File: src/rtl/core/olist_pkg.sv
// Shared types and codes for the ordered list engine.
package olist_pkg;

    typedef enum logic [2:0] {
        ACT_APPEND    = 3'd0,
        ACT_PREPEND   = 3'd1,
        ACT_INSERT    = 3'd2,
        ACT_DELETE    = 3'd3,
        ACT_DELETE_EQ = 3'd4,
        ACT_READ      = 3'd5
    } action_t;

    typedef enum logic [1:0] {
        ST_OK        = 2'd0,
        ST_BAD_POS   = 2'd1,
        ST_FULL      = 2'd2
    } status_t;

    typedef enum logic [1:0] {
        S_IDLE,
        S_SHIFT_UP,
        S_COMPACT,
        S_READ
    } state_t;

    localparam int IN_BITS  = 40;
    localparam int OUT_BITS = 48;

endpackage

File: src/rtl/core/olist_ram.sv
// Generic single-write, single-read RAM with registered read data.
module olist_ram
    #(
        parameter int WIDTH = 32,
        parameter int DEPTH = 16
    )
    (
        input  logic                     clk,
        input  logic                     we,
        input  logic [$clog2(DEPTH)-1:0] waddr,
        input  logic [WIDTH-1:0]         wdata,
        input  logic                     re,
        input  logic [$clog2(DEPTH)-1:0] raddr,
        output logic [WIDTH-1:0]         rdata
    );

    logic [WIDTH-1:0] mem [DEPTH];

    always_ff @(posedge clk)
    begin
        if (we)
        begin
            mem[waddr] <= wdata;
        end
        if (re)
        begin
            rdata <= mem[raddr];
        end
    end

endmodule

File: src/rtl/core/ordered_list_engine.sv
// Top level of the ordered list engine: request sequencer around the entry RAM.
//
//  port group  dir  fields (lowest bit first)
//  s_axis      in   action[2:0] item_value[34:3] position[39:35]
//  m_axis      out  read_value[31:0] entry_count[36:32] removed_count[41:37]
//                   status[43:42], zero pad to 48
//
// A read passes through S_READ; append, insert at the end, rejected and unused
// requests finish while idle. Insert at p moves entries up in S_SHIFT_UP, with
// one RAM read and write per moved entry. Delete at p and delete-all-equal (done
// while idle when empty) use the one-read/one-write RAM sweep in S_COMPACT.
// Reset clears count and control; RAM contents stay undefined (never read).
// A new item is taken when idle and the result register is empty or drains.
module ordered_list_engine
    import olist_pkg::*;
    #(
        parameter int CAPACITY   = 16,
        parameter int VALUE_BITS = 32
    )
    (
        input  logic                clk,
        input  logic                rst_n,
        input  logic                s_axis_tvalid,
        output logic                s_axis_tready,
        input  logic [IN_BITS-1:0]  s_axis_tdata,   // action, item_value, position
        output logic                m_axis_tvalid,
        input  logic                m_axis_tready,
        output logic [OUT_BITS-1:0] m_axis_tdata    // read_value, entry_count,
                                                    // removed_count, status
    );

    localparam int AW = $clog2(CAPACITY);
    localparam int CW = $clog2(CAPACITY + 1);
    localparam int PW = (CW > 5) ? CW : 5;
    localparam int WB = (VALUE_BITS > 32) ? VALUE_BITS : 32;

    // input fields
    logic [2:0]         action;
    logic signed [31:0] item_value;
    logic [4:0]         position;
    assign action     = s_axis_tdata[2:0];
    assign item_value = s_axis_tdata[34:3];
    assign position   = s_axis_tdata[39:35];

    logic signed [WB-1:0]   in_wide;
    logic [VALUE_BITS-1:0]  in_val;
    assign in_wide = WB'(item_value);
    assign in_val  = in_wide[VALUE_BITS-1:0];

    state_t state_reg, state_next;
    logic [CW-1:0]         cnt_reg, cnt_next;
    logic [2:0]            act_reg, act_next;
    logic [VALUE_BITS-1:0] val_reg, val_next;
    logic [AW-1:0]         pos_reg, pos_next;
    logic [AW-1:0]         ridx_reg, ridx_next;
    logic [AW-1:0]         widx_reg, widx_next;
    logic [AW-1:0]         raddr_q_reg, raddr_q_next;
    logic                  iss_reg, iss_next;
    logic                  rpend_reg, rpend_next;
    logic [CW-1:0]         removed_reg, removed_next;

    logic                  out_valid_reg, out_valid_next;
    logic [31:0]           o_read_reg, o_read_next;
    logic [CW-1:0]         o_cnt_reg, o_cnt_next;
    logic [CW-1:0]         o_rem_reg, o_rem_next;
    status_t               o_st_reg, o_st_next;

    logic                  we, re;
    logic [AW-1:0]         waddr, raddr;
    logic [VALUE_BITS-1:0] wdata, rdata;

    logic                  accept;
    logic [PW-1:0]         pos_w, cnt_w;
    logic                  is_insert, full, finish, skip;
    logic [AW-1:0]         last_idx;

    assign s_axis_tready = (state_reg == S_IDLE) && (!out_valid_reg || m_axis_tready);
    assign accept        = s_axis_tvalid && s_axis_tready;
    assign pos_w         = PW'(position);
    assign cnt_w         = PW'(cnt_reg);
    assign is_insert     = (action == ACT_APPEND) || (action == ACT_PREPEND)
                           || (action == ACT_INSERT);
    assign full          = (cnt_reg == CW'(CAPACITY));
    assign last_idx      = AW'(cnt_reg - CW'(1));
    // compaction drops the addressed slot or every matching entry
    assign skip          = (act_reg == ACT_DELETE) ? (raddr_q_reg == pos_reg)
                                                   : (rdata == val_reg);

    olist_ram #(.WIDTH(VALUE_BITS), .DEPTH(CAPACITY)) u_ram
    (
        .clk   (clk),
        .we    (we),
        .waddr (waddr),
        .wdata (wdata),
        .re    (re),
        .raddr (raddr),
        .rdata (rdata)
    );

    // next state
    always_comb
    begin
        state_next = state_reg;
        case (state_reg)
            S_IDLE:
            begin
                if (accept)
                begin
                    if (is_insert)
                    begin
                        if (!full && !((action == ACT_INSERT) && (pos_w > cnt_w)))
                        begin
                            if ((action == ACT_PREPEND && cnt_reg != '0)
                                || (action == ACT_INSERT && pos_w != cnt_w))
                            begin
                                state_next = S_SHIFT_UP;
                            end
                        end
                    end
                    else if (action == ACT_DELETE)
                    begin
                        if (pos_w < cnt_w)
                        begin
                            state_next = S_COMPACT;
                        end
                    end
                    else if (action == ACT_DELETE_EQ)
                    begin
                        if (cnt_reg != '0)
                        begin
                            state_next = S_COMPACT;
                        end
                    end
                    else if (action == ACT_READ)
                    begin
                        if (pos_w < cnt_w)
                        begin
                            state_next = S_READ;
                        end
                    end
                end
            end
            S_SHIFT_UP:
            begin
                if (!iss_reg && !rpend_reg)
                begin
                    state_next = S_IDLE;
                end
            end
            S_COMPACT:
            begin
                if (!iss_reg && !rpend_reg)
                begin
                    state_next = S_IDLE;
                end
            end
            S_READ:
            begin
                state_next = S_IDLE;
            end
            default:
            begin
                state_next = S_IDLE;
            end
        endcase
    end

    // datapath and RAM control
    always_comb
    begin
        cnt_next     = cnt_reg;
        act_next     = act_reg;
        val_next     = val_reg;
        pos_next     = pos_reg;
        ridx_next    = ridx_reg;
        widx_next    = widx_reg;
        raddr_q_next = raddr_q_reg;
        iss_next     = iss_reg;
        rpend_next   = 1'b0;
        removed_next = removed_reg;
        we           = 1'b0;
        waddr        = '0;
        wdata        = rdata;
        re           = 1'b0;
        raddr        = '0;
        finish       = 1'b0;
        o_read_next  = '0;
        o_cnt_next   = cnt_reg;
        o_rem_next   = '0;
        o_st_next    = ST_OK;

        case (state_reg)
            S_IDLE:
            begin
                if (accept)
                begin
                    act_next     = action;
                    val_next     = in_val;
                    removed_next = '0;
                    iss_next     = 1'b1;
                    if (is_insert)
                    begin
                        if (full)
                        begin
                            finish    = 1'b1;
                            o_st_next = ST_FULL;
                        end
                        else if ((action == ACT_INSERT) && (pos_w > cnt_w))
                        begin
                            finish    = 1'b1;
                            o_st_next = ST_BAD_POS;
                        end
                        else
                        begin
                            if (action == ACT_APPEND)
                            begin
                                pos_next = AW'(cnt_reg);
                            end
                            else if (action == ACT_PREPEND)
                            begin
                                pos_next = '0;
                            end
                            else
                            begin
                                pos_next = AW'(position);
                            end
                            ridx_next = last_idx;
                            if (pos_next == AW'(cnt_reg))
                            begin
                                // nothing to move: write in place
                                we         = 1'b1;
                                waddr      = pos_next;
                                wdata      = in_val;
                                cnt_next   = cnt_reg + CW'(1);
                                finish     = 1'b1;
                                o_cnt_next = cnt_next;
                            end
                        end
                    end
                    else if (action == ACT_DELETE)
                    begin
                        pos_next  = AW'(position);
                        ridx_next = AW'(position);
                        widx_next = AW'(position);
                        if (pos_w >= cnt_w)
                        begin
                            finish    = 1'b1;
                            o_st_next = ST_BAD_POS;
                        end
                    end
                    else if (action == ACT_DELETE_EQ)
                    begin
                        ridx_next = '0;
                        widx_next = '0;
                        if (cnt_reg == '0)
                        begin
                            finish = 1'b1;
                        end
                    end
                    else if (action == ACT_READ)
                    begin
                        if (pos_w >= cnt_w)
                        begin
                            finish    = 1'b1;
                            o_st_next = ST_BAD_POS;
                        end
                        else
                        begin
                            re    = 1'b1;
                            raddr = AW'(position);
                        end
                    end
                    else
                    begin
                        finish = 1'b1;
                    end
                end
            end
            S_SHIFT_UP:
            begin
                // move entries up one slot from the top down, then drop the value in
                if (rpend_reg)
                begin
                    we    = 1'b1;
                    waddr = raddr_q_reg + AW'(1);
                    wdata = rdata;
                end
                else if (!iss_reg)
                begin
                    we         = 1'b1;
                    waddr      = pos_reg;
                    wdata      = val_reg;
                    cnt_next   = cnt_reg + CW'(1);
                    finish     = 1'b1;
                    o_cnt_next = cnt_next;
                end
                if (iss_reg)
                begin
                    re           = 1'b1;
                    raddr        = ridx_reg;
                    rpend_next   = 1'b1;
                    raddr_q_next = ridx_reg;
                    if (ridx_reg == pos_reg)
                    begin
                        iss_next = 1'b0;
                    end
                    else
                    begin
                        ridx_next = ridx_reg - AW'(1);
                    end
                end
            end
            S_COMPACT:
            begin
                // read ascending, write back survivors behind the read pointer
                if (rpend_reg)
                begin
                    if (skip)
                    begin
                        removed_next = removed_reg + CW'(1);
                    end
                    else
                    begin
                        we        = 1'b1;
                        waddr     = widx_reg;
                        wdata     = rdata;
                        widx_next = widx_reg + AW'(1);
                    end
                end
                if (iss_reg)
                begin
                    re           = 1'b1;
                    raddr        = ridx_reg;
                    rpend_next   = 1'b1;
                    raddr_q_next = ridx_reg;
                    if (ridx_reg == last_idx)
                    begin
                        iss_next = 1'b0;
                    end
                    else
                    begin
                        ridx_next = ridx_reg + AW'(1);
                    end
                end
                if (!iss_reg && !rpend_reg)
                begin
                    cnt_next   = cnt_reg - removed_reg;
                    finish     = 1'b1;
                    o_cnt_next = cnt_next;
                    o_rem_next = removed_reg;
                end
            end
            S_READ:
            begin
                finish      = 1'b1;
                o_read_next = 32'(signed'(rdata));
            end
            default:
            begin
            end
        endcase

        out_valid_next = out_valid_reg && !m_axis_tready;
        if (finish)
        begin
            out_valid_next = 1'b1;
        end
        else
        begin
            o_read_next = o_read_reg;
            o_cnt_next  = o_cnt_reg;
            o_rem_next  = o_rem_reg;
            o_st_next   = o_st_reg;
        end
    end

    always_ff @(posedge clk or negedge rst_n)
    begin
        if (!rst_n)
        begin
            state_reg     <= S_IDLE;
            cnt_reg       <= '0;
            out_valid_reg <= 1'b0;
            iss_reg       <= 1'b0;
            rpend_reg     <= 1'b0;
        end
        else
        begin
            state_reg     <= state_next;
            cnt_reg       <= cnt_next;
            out_valid_reg <= out_valid_next;
            iss_reg       <= iss_next;
            rpend_reg     <= rpend_next;
        end
    end

    always_ff @(posedge clk)
    begin
        act_reg     <= act_next;
        val_reg     <= val_next;
        pos_reg     <= pos_next;
        ridx_reg    <= ridx_next;
        widx_reg    <= widx_next;
        raddr_q_reg <= raddr_q_next;
        removed_reg <= removed_next;
        o_read_reg  <= o_read_next;
        o_cnt_reg   <= o_cnt_next;
        o_rem_reg   <= o_rem_next;
        o_st_reg    <= o_st_next;
    end

    assign m_axis_tvalid = out_valid_reg;
    assign m_axis_tdata  = {4'b0, o_st_reg, 5'(o_rem_reg), 5'(o_cnt_reg), o_read_reg};

endmodule
File: config.mk
export PLATFORM = sky130hd
export DESIGN_NAME = ordered_list_engine
export DESIGN_NICKNAME = d
export VERILOG_FILES = /design/src/rtl/core/olist_pkg.sv /design/src/rtl/core/olist_ram.sv /design/src/rtl/core/ordered_list_engine.sv
export SDC_FILE = /design/constraint.sdc
export NUM_CORES = 1
export LEC_CHECK = 0
export BUFFER_PORTS_ARGS = -buffer_cell sky130_fd_sc_hd__buf_4
export CAP_MARGIN = 20
export CORE_ASPECT_RATIO = 1.1
export CORE_MARGIN = 2
export CORE_UTILIZATION = 40
export CTS_CLUSTER_DIAMETER = 40
export DETAILED_ROUTE_END_ITERATION = 10
export GPL_TIMING_DRIVEN = 1
export MAX_ROUTING_LAYER = met4
export PLACE_DENSITY_LB_ADDON = 0.1
export SYNTH_ARGS = -nofsm -noshare
export SYNTH_HDL_FRONTEND = slang
export SYNTH_SLANG_ARGS = --single-unit
File: constraint.sdc
create_clock -name clk -period 12.43 [get_ports clk]
set_clock_uncertainty 0.2 [all_clocks]
set_input_delay 2.486 -clock clk [delete_from_list [all_inputs] [get_ports clk]]
set_output_delay 2.486 -clock clk [all_outputs]
set_load 0.1 [all_outputs]
==> flow_summary.yaml <==
run_status:
  outcome: "finished clean"
logic_synthesis:
  synth.top_cells.by_area: "sky130_fd_sc_hd__edfxtp_1 (69%), sky130_fd_sc_hd__nand3_1 (3.9%), sky130_fd_sc_hd__nand2_1 (3.1%), sky130_fd_sc_hd__nor3_1 (2.5%), sky130_fd_sc_hd__nor2_1 (2.4%)"
  number_of_enable_flip_flop_cells_after_synthesis: 644
  yosys_register_bits: 654
  synthMostInstantiatedCell: "sky130_fd_sc_hd__edfxtp_1"
  count_of_cell_types_in_the_netlist: 64
  per_instance_average_area_after_synthesis_um2: 12.8
  netlist_instances: 2194
  top_cell_types_by_occurrence_after_synthesis: "sky130_fd_sc_hd__edfxtp_1 (644), sky130_fd_sc_hd__nand2_1 (235), sky130_fd_sc_hd__nand3_1 (219)"
  synth.top_cell.area_share: 0.686
  synthDominantAreaCellType: "sky130_fd_sc_hd__edfxtp_1"
  asyncSetResetFlopFracSynth: 0.0153
  mappedNetlistArea_um2: 28200
  ys_dominant_reg_cell: "sky130_fd_sc_hd__edfxtp_1"
  portion_of_the_post_synthesis_area_used_by_sequential_elements: 0.695
  yosys_warnings: 0
setup_path:
  crit_path_cell_trace: "buf_4 > nand2b_1 > and2_1 > nand2_1 > inv_2 > nand3_1 > nor2_4 > buf_4 > a221o_1 > nand3_1 > nor2_4 > buf_4"
  worst_path_max_delay_cell: "sky130_fd_sc_hd__inv_2"
  worst-r2r-cell-count: 12
  timing.critical_path.from_type: "input pin"
  cp_arrival_ns: 6.67
  crit_path_end_kind: "flip-flop"
  path_common_cell: "sky130_fd_sc_hd__buf_4"
  timing.setup.critical_path_class: "input pin to flip-flop"
  timing.critical_path.slowest_cell_delay_ns: 0.83
  critical_path.max_fanout: 46
  cp.required_ns: 12.55
timing:
  finalMaxSlewViolations: 0
  fin_worst_hold_slack_ns: 0.336
  setup_ws_ns: 5.88
  setup_viol_count_final: 0
  fmax_mhz: 153
  worst_slew_pin_slew_ns: 1.12
  finalWorstPathRequiredPeriod_ns: 6.55
  worst_slew_margin_rel: 0.253
  setup_repair_after_global_routing_missed_its_margin: "no"
  layout_worst_path_cycle_share: 0.527
  accumulated_negative_setup_slack_ns: 0
  hold_violations: 0
finish:
  multi_input_area_um2: 8030
  final_net_count: 2352
  max_flop_register: "u_ram.mem"
  largest_register_ff_count: 512
  areaGrowthSynthToFinish_pct: 19.2
  fill_cells: 6177
  layout-drive-gt1-share: 0.159
  total_area_of_sequential_cells_um2: 19600
  postLayoutCoreUtil: 0.479
floorplan:
  chipWidth_um: 257
  initial_cell_density_of_the_core: 0.402
  num_rows: 102
  fp.coreArea_um2: 70100
  chipHeight_um: 282
  die_area_um2: 72600
  ioPinCount: 94
global_routing:
  antenna_found_initial: 2
  grt.total_usage: 0.232
  overflow: 0
  grt_start_max_net_pins: 127
  number_of_global_route_vias_before_repair: 18400
  first_pass_grt_wire_length_um: 122000
clocking:
  tritoncts_num_sinks: 654
  ctsLongestPathBuffers: 3
  numCtsBuffers: 101
  worst_setup_hold_path_clk_slew_ns: 0.05
  clockRootBuffer: "sky130_fd_sc_hd__clkbuf_16"
  postCtsSetupBuffers: 0
  worstSkewPairLatency_ns: 0.65
  post_cts_resize_count: 0
  tritoncts_clock_tree: "yes"
  ctsHtreeMaxLevel: 3
  cts_hold_repair.buffers: 0
route:
  drt.antenna.violating_nets: 0
  routedWlPerCell_um: 24.7
  wirelength_um: 81700
  drc: 0
  dr.first_iter.drc_count: 1545
  firstDrtPassIters: 8
  dr_total_vias: 18400
  routed_via_density: 5.58
place:
  io_buffer_count: 89
  post-place-ws_ns: 5.18
  finalWeightedCongestion: 0.849
  place.detailed.hpwl_um: 45000
power:
  power.density_nw_per_um2: 313
  static-leakage-power_nw: 11.9
  peak_supply_drop_v: 0.000168
worst_hold_path:
  holdCritPathClass: "flip-flop to flip-flop"
  worst_hold_path.num_cells: 2
job:
  cap_viol_max_count: 0
-- area by class of cell --
cell class                 count  share of cell area
tap                          936              0.0349
clock buffer                 111              0.0770
sequential                   654               0.583
timing repair buffer         132              0.0305
inverter                      55             0.00615
antenna                        1           0.0000745
multi-input combinational   1340               0.239
clock inverter                78              0.0289
-- worst paths after layout --
kind | from | to | slack, ns
min in group asynchronous | rst_n | state_reg[1] | 1.48
min | m_axis_tvalid | m_axis_tvalid | 0.34
max | m_axis_tready | u_ram.mem[1][7] | 5.88
max reg2reg | state_reg[1] | u_ram.mem[1][7] | 7.17
min reg2reg | m_axis_tvalid | m_axis_tvalid | 0.34
max in group asynchronous | rst_n | rpend_reg | 10.39
-- where the power goes --
group | leakage (nW) | switching, W | internal (W)
clock network | 1.70 | 0.00107 | 0.00188
logic | 4.17 | 0.00290 | 0.000999
registers | 6.01 | 0.000233 | 0.00343
-- kinds of logic (layout without fill, tap and decap cells) --
group,Yosys count,count (layout),share of synthesized area
multiplexers,96,96,0.0355
AND/OR/NAND/NOR,854,854,0.138
other,1,5,0.000133
buffers and inverters,203,376,0.0289
AO/OA/AOI/OAI,295,295,0.0704
XOR/XNOR,67,67,0.0211
adder cells (fa/ha/maj),24,24,0.0112
flip-flops,654,654,0.695
-- layout by cell type (no fill, tap or decap), types with 10 or more instances in the layout --
| master | count |
|---|---|
| sky130_fd_sc_hd__clkinv_1 | 12 |
| sky130_fd_sc_hd__nor2_1 | 162 |
| sky130_fd_sc_hd__nand2_1 | 233 |
| sky130_fd_sc_hd__buf_4 | 130 |
| sky130_fd_sc_hd__inv_6 | 18 |
| sky130_fd_sc_hd__edfxtp_1 | 644 |
| sky130_fd_sc_hd__mux2i_1 | 65 |
| sky130_fd_sc_hd__bufinv_16 | 17 |
| sky130_fd_sc_hd__a32oi_1 | 34 |
| sky130_fd_sc_hd__ha_1 | 20 |
| sky130_fd_sc_hd__xnor2_1 | 47 |
| sky130_fd_sc_hd__clkbuf_16 | 102 |
| sky130_fd_sc_hd__a21oi_1 | 27 |
| sky130_fd_sc_hd__nor2_4 | 20 |
| sky130_fd_sc_hd__o21ai_0 | 125 |
| sky130_fd_sc_hd__xor2_1 | 19 |
| sky130_fd_sc_hd__inv_1 | 52 |
| sky130_fd_sc_hd__clkinvlp_4 | 12 |
| sky130_fd_sc_hd__dfrtp_1 | 10 |
| sky130_fd_sc_hd__nor3_1 | 141 |
| sky130_fd_sc_hd__a222oi_1 | 29 |
| sky130_fd_sc_hd__mux2_2 | 31 |
| sky130_fd_sc_hd__a21o_1 | 35 |
| sky130_fd_sc_hd__nand3_1 | 219 |
| sky130_fd_sc_hd__and2_1 | 36 |
-- per-stage QoR --
stage                     std cells  area [µm²]  total power (W)
after CTS                      3305       33600           0.0106
after global placement         3116       30000          0.00757
final                          3307       33600           0.0105
after detailed placement       3116       30000          0.00761
after global routing           3307       33600           0.0110
after floorplan                2197       28200          0.00615
-- worst max-delay path, delay by kind of cell --
family | cells | cell delay (ns)
simple gates | 7 | 1.93
buf+inv | 4 | 1.88
compound gates | 1 | 0.32
-- metal layers --
layer  part of all wire  vias to the layer above  track usage  wire length (µm)
met5                  0                        -            -                 0
met4              0.021                        0       0.0716              1680
met3              0.057                      111       0.0390              4640
met2               0.48                      576        0.371             39400
met1               0.44                     9374        0.305             36000
li1                   -                     8385            -                 -
Power figures use the tool's default switching activity.
